### config.mk
export PLATFORM = sky130hd
export DESIGN_NAME = keyed_removal_stack
export DESIGN_NICKNAME = d
export VERILOG_FILES = /design/src/sv/krs_pkg.sv /design/src/sv/keyed_removal_stack.sv /design/src/sv/krs_ram.sv
export SDC_FILE = /design/constraint.sdc
export NUM_CORES = 1
export LEC_CHECK = 0
export ABC_AREA = 1
export BUFFER_PORTS_ARGS = -buffer_cell sky130_fd_sc_hd__buf_2
export CAP_MARGIN = 20
export CORE_ASPECT_RATIO = 0.8
export CORE_MARGIN = 2
export CORE_UTILIZATION = 45
export DETAILED_ROUTE_END_ITERATION = 7
export SYNTH_ARGS = -nofsm -noshare
export SYNTH_HDL_FRONTEND = slang
export SYNTH_SLANG_ARGS = --single-unit
### constraint.sdc
create_clock -name clk_i -period 3.9 [get_ports clk_i]
set_input_delay 0.195 -clock clk_i [delete_from_list [all_inputs] [get_ports clk_i]]
set_output_delay 0.195 -clock clk_i [all_outputs]
set_load 0.1 [all_outputs]
### src/sv/krs_pkg.sv
package krs_pkg;

  localparam int unsigned CAPACITY   = 8;
  localparam int unsigned PLATE_BITS = 24;

  localparam int unsigned PLATE_W = 24;
  localparam int unsigned OCC_W   = 4;
  localparam int unsigned ENTRY_W = (PLATE_BITS < PLATE_W) ? PLATE_BITS : PLATE_W;
  localparam int unsigned ADDR_W  = (CAPACITY > 1) ? $clog2(CAPACITY) : 1;
  localparam int unsigned CNT_W   = $clog2(CAPACITY + 1);
  localparam int unsigned IDX_W   = CNT_W + 1;

  localparam logic [1:0] ActPark     = 2'd0;
  localparam logic [1:0] ActRetrieve = 2'd1;
  localparam logic [1:0] ActList     = 2'd2;

  localparam logic [1:0] StOk       = 2'd0;
  localparam logic [1:0] StFull     = 2'd1;
  localparam logic [1:0] StEmpty    = 2'd2;
  localparam logic [1:0] StNotFound = 2'd3;

  typedef struct packed {
    logic [1:0]         action;
    logic [PLATE_W-1:0] plate;
  } in_t;

  typedef struct packed {
    logic [1:0]         status;
    logic [PLATE_W-1:0] plate_out;
    logic [OCC_W-1:0]   occupancy;
    logic               last;
  } out_t;

  typedef enum logic [4:0] {
    FsmIdle   = 5'b00001,
    FsmSearch = 5'b00010,
    FsmShift  = 5'b00100,
    FsmList   = 5'b01000,
    FsmEmit   = 5'b10000
  } fsm_e;

endpackage

### src/sv/keyed_removal_stack.sv
// Park and empty cases: the result is registered from the Emit state; action 3 is
// accepted and gives no result.
// Retrieve: entries are searched from the top down, then on a hit each entry above
// it is moved down one place, then the result follows.
// List: top entry first, one result a cycle while the output is not stalled.
// One item at a time; the RAM's single read port sets the pace.
// Reset clears the count, state machine and output valid flag; RAM is not cleared.
module keyed_removal_stack (
  input  logic           clk_i,
  input  logic           rst_ni,
  input  logic           in_valid_i,
  output logic           in_ready_o,
  input  krs_pkg::in_t   in_data_i,
  output logic           out_valid_o,
  input  logic           out_ready_i,
  output krs_pkg::out_t  out_data_o
);
  import krs_pkg::*;

  fsm_e               state_q, state_d;
  logic [CNT_W-1:0]   count_q, count_d;
  logic [ADDR_W-1:0]  pos_q, pos_d;
  logic [ENTRY_W-1:0] key_q, key_d;
  logic [1:0]         res_q, res_d;
  logic               out_valid_q, out_valid_d;
  out_t               out_q, out_d;

  logic               we, re;
  logic [ADDR_W-1:0]  waddr, raddr;
  logic [ENTRY_W-1:0] wdata, rdata;
  logic               slot_free, in_fire;
  logic [IDX_W-1:0]   pos_x, cnt_x;

  krs_ram #(
    .Width (ENTRY_W),
    .Depth (CAPACITY)
  ) u_ram (
    .clk_i   (clk_i),
    .we_i    (we),
    .waddr_i (waddr),
    .wdata_i (wdata),
    .re_i    (re),
    .raddr_i (raddr),
    .rdata_o (rdata)
  );

  assign in_ready_o  = (state_q == FsmIdle);
  assign in_fire     = in_valid_i && in_ready_o;
  assign slot_free   = !out_valid_q || out_ready_i;
  assign out_valid_o = out_valid_q;
  assign out_data_o  = out_q;
  assign pos_x       = IDX_W'(pos_q);
  assign cnt_x       = IDX_W'(count_q);

  always_comb begin
    state_d     = state_q;
    count_d     = count_q;
    pos_d       = pos_q;
    key_d       = key_q;
    res_d       = res_q;
    out_valid_d = out_valid_q && !out_ready_i;
    out_d       = out_q;
    we          = 1'b0;
    waddr       = pos_q;
    wdata       = rdata;
    re          = 1'b0;
    raddr       = pos_q;

    case (state_q)
      FsmIdle: begin
        if (in_fire) begin
          key_d = in_data_i.plate[ENTRY_W-1:0];
          pos_d = ADDR_W'(cnt_x - IDX_W'(1));
          raddr = ADDR_W'(cnt_x - IDX_W'(1));
          case (in_data_i.action)
            ActPark: begin
              state_d = FsmEmit;
              if (cnt_x >= IDX_W'(CAPACITY)) begin
                res_d = StFull;
              end else begin
                res_d   = StOk;
                we      = 1'b1;
                waddr   = ADDR_W'(count_q);
                wdata   = in_data_i.plate[ENTRY_W-1:0];
                count_d = CNT_W'(cnt_x + IDX_W'(1));
              end
            end
            ActRetrieve, ActList: begin
              if (count_q == '0) begin
                res_d   = StEmpty;
                state_d = FsmEmit;
              end else begin
                re      = 1'b1;
                state_d = (in_data_i.action == ActList) ? FsmList : FsmSearch;
              end
            end
            default: ;
          endcase
        end
      end

      FsmSearch: begin
        if (rdata == key_q) begin
          if (pos_x + IDX_W'(1) < cnt_x) begin
            re      = 1'b1;
            raddr   = ADDR_W'(pos_x + IDX_W'(1));
            state_d = FsmShift;
          end else begin
            count_d = CNT_W'(cnt_x - IDX_W'(1));
            res_d   = StOk;
            state_d = FsmEmit;
          end
        end else if (pos_q == '0) begin
          res_d   = StNotFound;
          state_d = FsmEmit;
        end else begin
          re      = 1'b1;
          raddr   = ADDR_W'(pos_x - IDX_W'(1));
          pos_d   = ADDR_W'(pos_x - IDX_W'(1));
        end
      end

      FsmShift: begin
        // move entry pos+1 down to pos, fetch the next one ahead
        we    = 1'b1;
        waddr = pos_q;
        wdata = rdata;
        pos_d = ADDR_W'(pos_x + IDX_W'(1));
        if (pos_x + IDX_W'(2) < cnt_x) begin
          re    = 1'b1;
          raddr = ADDR_W'(pos_x + IDX_W'(2));
        end else begin
          count_d = CNT_W'(cnt_x - IDX_W'(1));
          res_d   = StOk;
          state_d = FsmEmit;
        end
      end

      FsmList: begin
        if (slot_free) begin
          out_valid_d     = 1'b1;
          out_d.status    = StOk;
          out_d.plate_out = PLATE_W'(rdata);
          out_d.occupancy = OCC_W'(count_q);
          out_d.last      = (pos_q == '0);
          if (pos_q == '0) begin
            state_d = FsmIdle;
          end else begin
            re    = 1'b1;
            raddr = ADDR_W'(pos_x - IDX_W'(1));
            pos_d = ADDR_W'(pos_x - IDX_W'(1));
          end
        end
      end

      FsmEmit: begin
        if (slot_free) begin
          out_valid_d     = 1'b1;
          out_d.status    = res_q;
          out_d.plate_out = '0;
          out_d.occupancy = OCC_W'(count_q);
          out_d.last      = 1'b1;
          state_d         = FsmIdle;
        end
      end

      default: state_d = FsmIdle;
    endcase
  end

  always_ff @(posedge clk_i or negedge rst_ni) begin
    if (!rst_ni) begin
      state_q     <= FsmIdle;
      count_q     <= '0;
      out_valid_q <= 1'b0;
    end else begin
      state_q     <= state_d;
      count_q     <= count_d;
      out_valid_q <= out_valid_d;
    end
  end

  always_ff @(posedge clk_i) begin
    pos_q <= pos_d;
    key_q <= key_d;
    res_q <= res_d;
    out_q <= out_d;
  end

endmodule

### src/sv/krs_ram.sv
module krs_ram #(
  parameter int unsigned Width = 8,
  parameter int unsigned Depth = 8,
  localparam int unsigned AddrW = (Depth > 1) ? $clog2(Depth) : 1
) (
  input  logic             clk_i,
  input  logic             we_i,
  input  logic [AddrW-1:0] waddr_i,
  input  logic [Width-1:0] wdata_i,
  input  logic             re_i,
  input  logic [AddrW-1:0] raddr_i,
  output logic [Width-1:0] rdata_o
);

  logic [Width-1:0] mem [Depth];
  logic [Width-1:0] rdata_q;

  always_ff @(posedge clk_i) begin
    if (we_i) begin
      mem[waddr_i] <= wdata_i;
    end
    if (re_i) begin
      rdata_q <= mem[raddr_i];
    end
  end

  assign rdata_o = rdata_q;

endmodule

# Word level (Yosys, flattened, before mapping)
# Memories as Yosys holds them, arrays and structs flattened. A register that Yosys moved wholly into a read port is not among the register bits.
# Index checks and enable logic that the tools add are counted.
word_totals:
  ff_bits: 70
  mem_bits_rw: 192
  mem_count: 1
  input_bits: 30
  elab_cells: 125
classes:
  n_mux: 65
  reduce_logical: 19
  addsub: 5
  eq_ne: 22
  magnitude_cmp: 3
memory_table:
  columns: ["name", "depth", "word_bits", "rd", "rd_clocked_by_memory_dff", "wr", "line", "text"]
  rows:
  - ["u_ram.mem", 8, 24, 1, 1, 1, "krs_ram.sv:15", "logic [Width-1:0] mem [Depth];"]
ops:
  columns: ["cell", "n"]
  rows:
  - ["24-bit 2-to-1 mux", 4]
  - ["31-bit 2-to-1 mux", 2]
  - ["31-bit one-hot mux with 2 select lines", 1]
  - ["5-bit 2-to-1 mux", 9]
  - ["3-bit 2-to-1 mux", 11]
  - ["4-bit 2-to-1 mux", 7]
  - ["5-bit one-hot mux with 5 select lines", 1]
  - ["24-bit == test", 1]
  - ["3-bit one-hot mux with 4 select lines", 2]
  - ["7-bit AND reduction", 3]
  - ["1-bit 2-to-1 mux", 16]
  - ["2-bit != test, second input constant", 8]
  - ["2-bit 2-to-1 mux", 6]
  - ["4-bit one-hot mux with 3 select lines", 1]
  - ["5-bit by 4-bit less-than comparator with 1-bit output", 2]
  - ["5-bit one-hot mux with 2 select lines", 1]
  - ["3-bit != test, second input constant", 3]
  - ["2-bit one-hot mux with 3 select lines", 1]
  - ["5-bit by 1-bit == test with 1-bit output, second input constant", 1]
  - ["5-bit by 2-bit == test with 1-bit output, second input constant", 1]
  - ["5-bit by 3-bit == test with 1-bit output, second input constant", 1]
  - ["5-bit by 4-bit == test with 1-bit output, second input constant", 1]
  - ["5-bit == test, second input constant", 1]
  - ["3-bit by 1-bit adder with 4-bit output, second input constant", 1]
  - ["24 further kinds", 29]

# Longest topological paths before layout
logic_depth:
  depth_word: 7
  depth_mapped: 20

# Cells and area by module
# Synthesis repeated with hierarchy kept, for this count alone.
unflattened:
  cells_unflattened: 1435
  area_unflattened_um2: 13511.7
by_module_without_submodules:
  columns: ["mod", "instances", "cells_each", "area_per_inst_um2"]
  rows:
  - ["krs_ram", 1, 872, 9146.3]
  - ["keyed_removal_stack", 1, 563, 4365.4]

# Worst setup path before layout
# OpenSTA, ideal clock, no wires.
synth_timing:
  path_type: "flip-flop to flip-flop"
  start: "reg state_q[0]"
  end: "mem u_ram.mem[6][0] (netlist bit) (enable)"
  stages_incl_launch_ff: 10
  setup_ps: 405
  path_slack_ps: 99
  arrival_time_ps: 3396
  cell_sequence: "dfstp_2 > inv_1 > nor3_2 > nand3_1 > inv_1 > nand3_1 > clkbuf_1 > nand2_1 > nand2_1 > nor2_1"
synth_via:
  elab_chain_len: 6
synth_lines:
  columns: ["element", "line", "text"]
  rows:
  - ["from (decl)", "keyed_removal_stack.sv:20", "fsm_e state_q, state_d;"]
  - ["from (signal assigned)", "keyed_removal_stack.sv:173", "state_q <= FsmIdle;"]
  - ["from (signal assigned)", "keyed_removal_stack.sv:177", "state_q <= state_d;"]
  - ["5-bit by 1-bit == test with 1-bit output", "keyed_removal_stack.sv:47, keyed_removal_stack.sv:69", null]
  - ["1-bit logical AND", "keyed_removal_stack.sv:48", "assign in_fire = in_valid_i && in_ready_o;"]
  - ["1-bit 2-to-1 mux", "keyed_removal_stack.sv:71", "if (in_fire) begin"]
  - ["1-bit one-hot mux with 2 select lines", "keyed_removal_stack.sv:69", "case (state_q)"]
  - ["1-bit 2-to-1 mux", "krs_ram.sv:19", "if (we_i) begin"]
  - ["1-bit 2-to-1 mux (implied by the code)", "krs_ram.sv:20", "mem[waddr_i] <= wdata_i;"]
  - ["to (decl)", "krs_ram.sv:15", null]
# Parallel ways exist; a longest one is shown, timed or not.

# Worst setup path after layout
layout_timing:
  start: "reg pos_q[0]"
  end: "reg u_ram.rdata_q[13] (netlist: u_ram.rdata_o[13]), read port of u_ram.mem (data pin)"
layout_via:
  elab_chain_len: 5
layout_lines:
  columns: ["element", "line", "text"]
  rows:
  - ["from (decl)", "keyed_removal_stack.sv:22", "logic [ADDR_W-1:0] pos_q, pos_d;"]
  - ["from (signal assigned)", "keyed_removal_stack.sv:184", "pos_q <= pos_d;"]
  - ["3-bit by 1-bit adder with 4-bit output", "keyed_removal_stack.sv:106", "raddr = ADDR_W'(pos_x + IDX_W'(1));"]
  - ["5-bit by 4-bit less-than comparator with 1-bit output", "keyed_removal_stack.sv:104", "if (pos_x + IDX_W'(1) < cnt_x) begin"]
  - ["3-bit 2-to-1 mux or 1-bit 2-to-1 mux (tied branches)", "keyed_removal_stack.sv:104", null]
  - ["3-bit 2-to-1 mux or 1-bit 2-to-1 mux (tied branches)", "keyed_removal_stack.sv:103", "if (rdata == key_q) begin"]
  - ["3-bit one-hot mux with 4 select lines or 1-bit one-hot mux with 4 select lines (tied branches)", "keyed_removal_stack.sv:69", null]
  - ["to (decl)", "krs_ram.sv:16", "logic [Width-1:0] rdata_q;"]
# Parallel ways exist; a longest one is shown, timed or not.
# A chain may end at the register's enable or synchronous reset.

==> results.cfg <==
[global_routing]
grt_max_degree = 69
grt.overflow.total = 0
grt_use_total_pct = 20.4
grt_pass1_wl_um = 49200
grt_pass1_vias = 8716
antenna_found_initial = 0

[clocking]
cts_repair_resize_count = 0
cts_made_buffers = 29
cts-root-buf = clkbuf_16
cts.sinks = 286
path_clk_slew_ns = 0.06
cts_tree = yes
cts_max_path_buffers = 3
htreeDepth = 1
clk_latency_ns = 0.56

[setup_path]
crit_type = register to register
slowest_stage = buf_4
crit_arrival_ns = 3.84
cp_cell_sequence = ha_1 -> xnor2_1 -> inv_1 -> ha_1 -> nand2_1 -> nand2_1 -> nand2_1 -> nand3_1 -> nand2_1 -> nand2_1 -> nand4_1 -> nand3_1 -> nand2_2 -> buf_4 -> nand3_1 -> nand2_1 -> nand2_1 -> nand2_1
startpoint_type = register
cp.required_ns = 4.31
cp_common_cell = nand2_1
slowest_delay_ns = 0.55
worstSetupEndpointType = register
crit_fanout = 48
timing.critical_path.buf_inv = 2
critPathTopFamily = simple AND/OR/NAND/NOR gates

[detailed_routing]
first_pass_iters = 5
drt_iter0_drc = 733
viasPerCell = 5.06
wire_per_inst_um = 17.1
final_antenna_net_count = 0
drc = 0
num_vias = 9306
wl_um = 31500

[synthesis]
yosys-top-cells-count = nand2_1 (377), edfxtp_1 (276), inv_1 (224)
avgSynthCellArea_sq_um = 10.0
synth_edf_count = 276
synth_seq_cells = 286
synth.most_common_cell = nand2_1
synthTopCellsByArea = edfxtp_1 (62%), nand2_1 (11%), inv_1 (6.2%)
synth_top_area_share_pct = 61.5
postSynthCellCount = 1346
syn-num-nets = 1390
synthDistinctLibCells = 41
synth_area_leader_cell = edfxtp_1
ys_warn_count = 0
synth_area_sq_um = 13500
synthArstFlopShare_pct = 3.50
ys_seq_area_share_pct = 63.4
synth_ff_type = edfxtp_1

[placed_design]
gp_congestion = 0.933
placed_cell_area_sq_um = 14300
portBuffers = 62
place_hpwl_um = 19000

[floorplanning]
coreArea_sq_um = 29400
start_util_pct = 45.9
row_count = 56
die-height_um = 159
die_w_um = 197
die_area_sq_um = 31300
ios = 63

[layout]
synthToLayoutAreaGrowth_pct = 15.3
diodes = 0
nets = 1486
fin_area_sq_um = 15500
drive_above_1_share_pct = 12.5

[sta]
finalCriticalPeriod_ns = 3.43
whs_ns = 0.0254
relSlewSlack_pct = 39.8
setup_tns_ns = 0
rsz0062_at_grt = no
hold_violations = 0
finalMaxSlewViolations = 0
max_freq_mhz = 291
period_share_pct = 88.0
worstMarginPinSlew_ns = 0.902
setup_viol = 0
fin_skew_ns = 0.0148

[power_and_ir_drop]
power_w = 0.0142
p_per_area_nw_per_um2 = 917
leakage_nw = 6.86
ir_worst_vdd_v = 0.00110

[run_status]
outcome = finished, final reports clean

[run]
cap_viol_max_count = 0

[hold_path]
min_path_type = primary input to register
==> cell families after synthesis <==
group / share of synthesized area [%]
AO/OA/AOI/OAI: 2.70
flip-flops: 63.4
buffers and inverters: 8.66
XOR/XNOR: 0.585
multiplexers: 0.167
AND/OR/NAND/NOR: 23.2
adder cells (fa/ha/maj): 1.30
==> power breakdown <==
| group | switching, W | leakage (nW) | internal, W | total [W] |
|---|---|---|---|---|
| clock | 0.00114 | 0.460 | 0.00161 | 0.00276 |
| combinational | 0.00490 | 3.77 | 0.00194 | 0.00684 |
| sequential | 0.000269 | 2.63 | 0.00436 | 0.00463 |
==> tightest hold or removal path, stage by stage <==
cell and delay [ns]:
buf_2 0.10, ha_1 0.17, o31ai_1 0.08
==> sequential cells by signal, indices dropped and copies added (netlist names) <==
register / cells
u_ram.mem: 192
state_q: 5
u_ram.rdata_o: 24
key_q: 24
pos_q: 3
count_q: 4
out_data_o: 31
res_q: 2
out_valid_o: 1
==> timing repair <==
action                                 CTS  global route
buffers inserted                         0             0
hold buffers                            25             0
endpoints found under the hold margin   34             0
==> metal layers <==
metal  track usage, %  routed length (um)  part of all wire (%)  vias up
li1                 -                   -                     -     4586
met1             29.1               14200                    45     4409
met2             32.5               14700                    47      267
met3             3.55                2020                   6.4       44
met4             4.92                 583                   1.9        0
met5                0                   0                     0        -
==> worst paths after layout <==
kind                                              from                          end  slack (ns)  cells after the start
min in group asynchronous                       rst_ni       count_q[2]$_DFFE_PN0P_        0.04                      2
worst max register to register      pos_q[0]$_DFFE_PP_  u_ram.rdata_o[13]$_DFFE_PP_        0.47                     18
max in group asynchronous                       rst_ni       state_q[0]$_DFFE_PN1P_        3.59                      2
worst max-delay path                pos_q[0]$_DFFE_PP_  u_ram.rdata_o[13]$_DFFE_PP_        0.47                     18
worst min-delay path                     in_data_i[25]       state_q[1]$_DFFE_PN0P_        0.03                      3
worst min register to register  count_q[3]$_DFFE_PN0P_      out_data_o[4]$_DFFE_PP_        0.46                      0
==> per-stage QoR <==
step	instances	util (%)	setup WS, ns
CTS	1838	52.8	0.472
detailed placement	1762	48.8	0.527
global placement	1762	48.8	0.614
global route	1839	52.9	0.186
finish	1839	52.9	0.466
floorplan	1346	-	0.0991
==> placed cells by master, fill, tap and decap left out, types with 7 or more instances in the layout <==
cell and instances:
a21oi_1 30, buf_2 62, buf_4 24, clkbuf_16 29, clkinv_2 9, dfrtp_1 9, dlygate4sd3_1 25, edfxtp_1 276
ha_1 14, inv_1 224, inv_2 11, nand2_1 376, nand2_2 7, nand3_1 138, nand3b_1 72, nor2_1 60
nor2_2 10, o21ai_0 14, xor2_1 7
==> cell type report <==
type                            count  area [sq um]
Clock buffer                       31           733
Multi-Input combinational cell    771          3810
Inverter                          236           886
Tap cell                          377           472
Timing Repair Buffer              118           888
Fill cell                        2591         13800
Sequential cell                   286          8540
Clock inverter                     20           199
(Power assumes the default switching activity.)
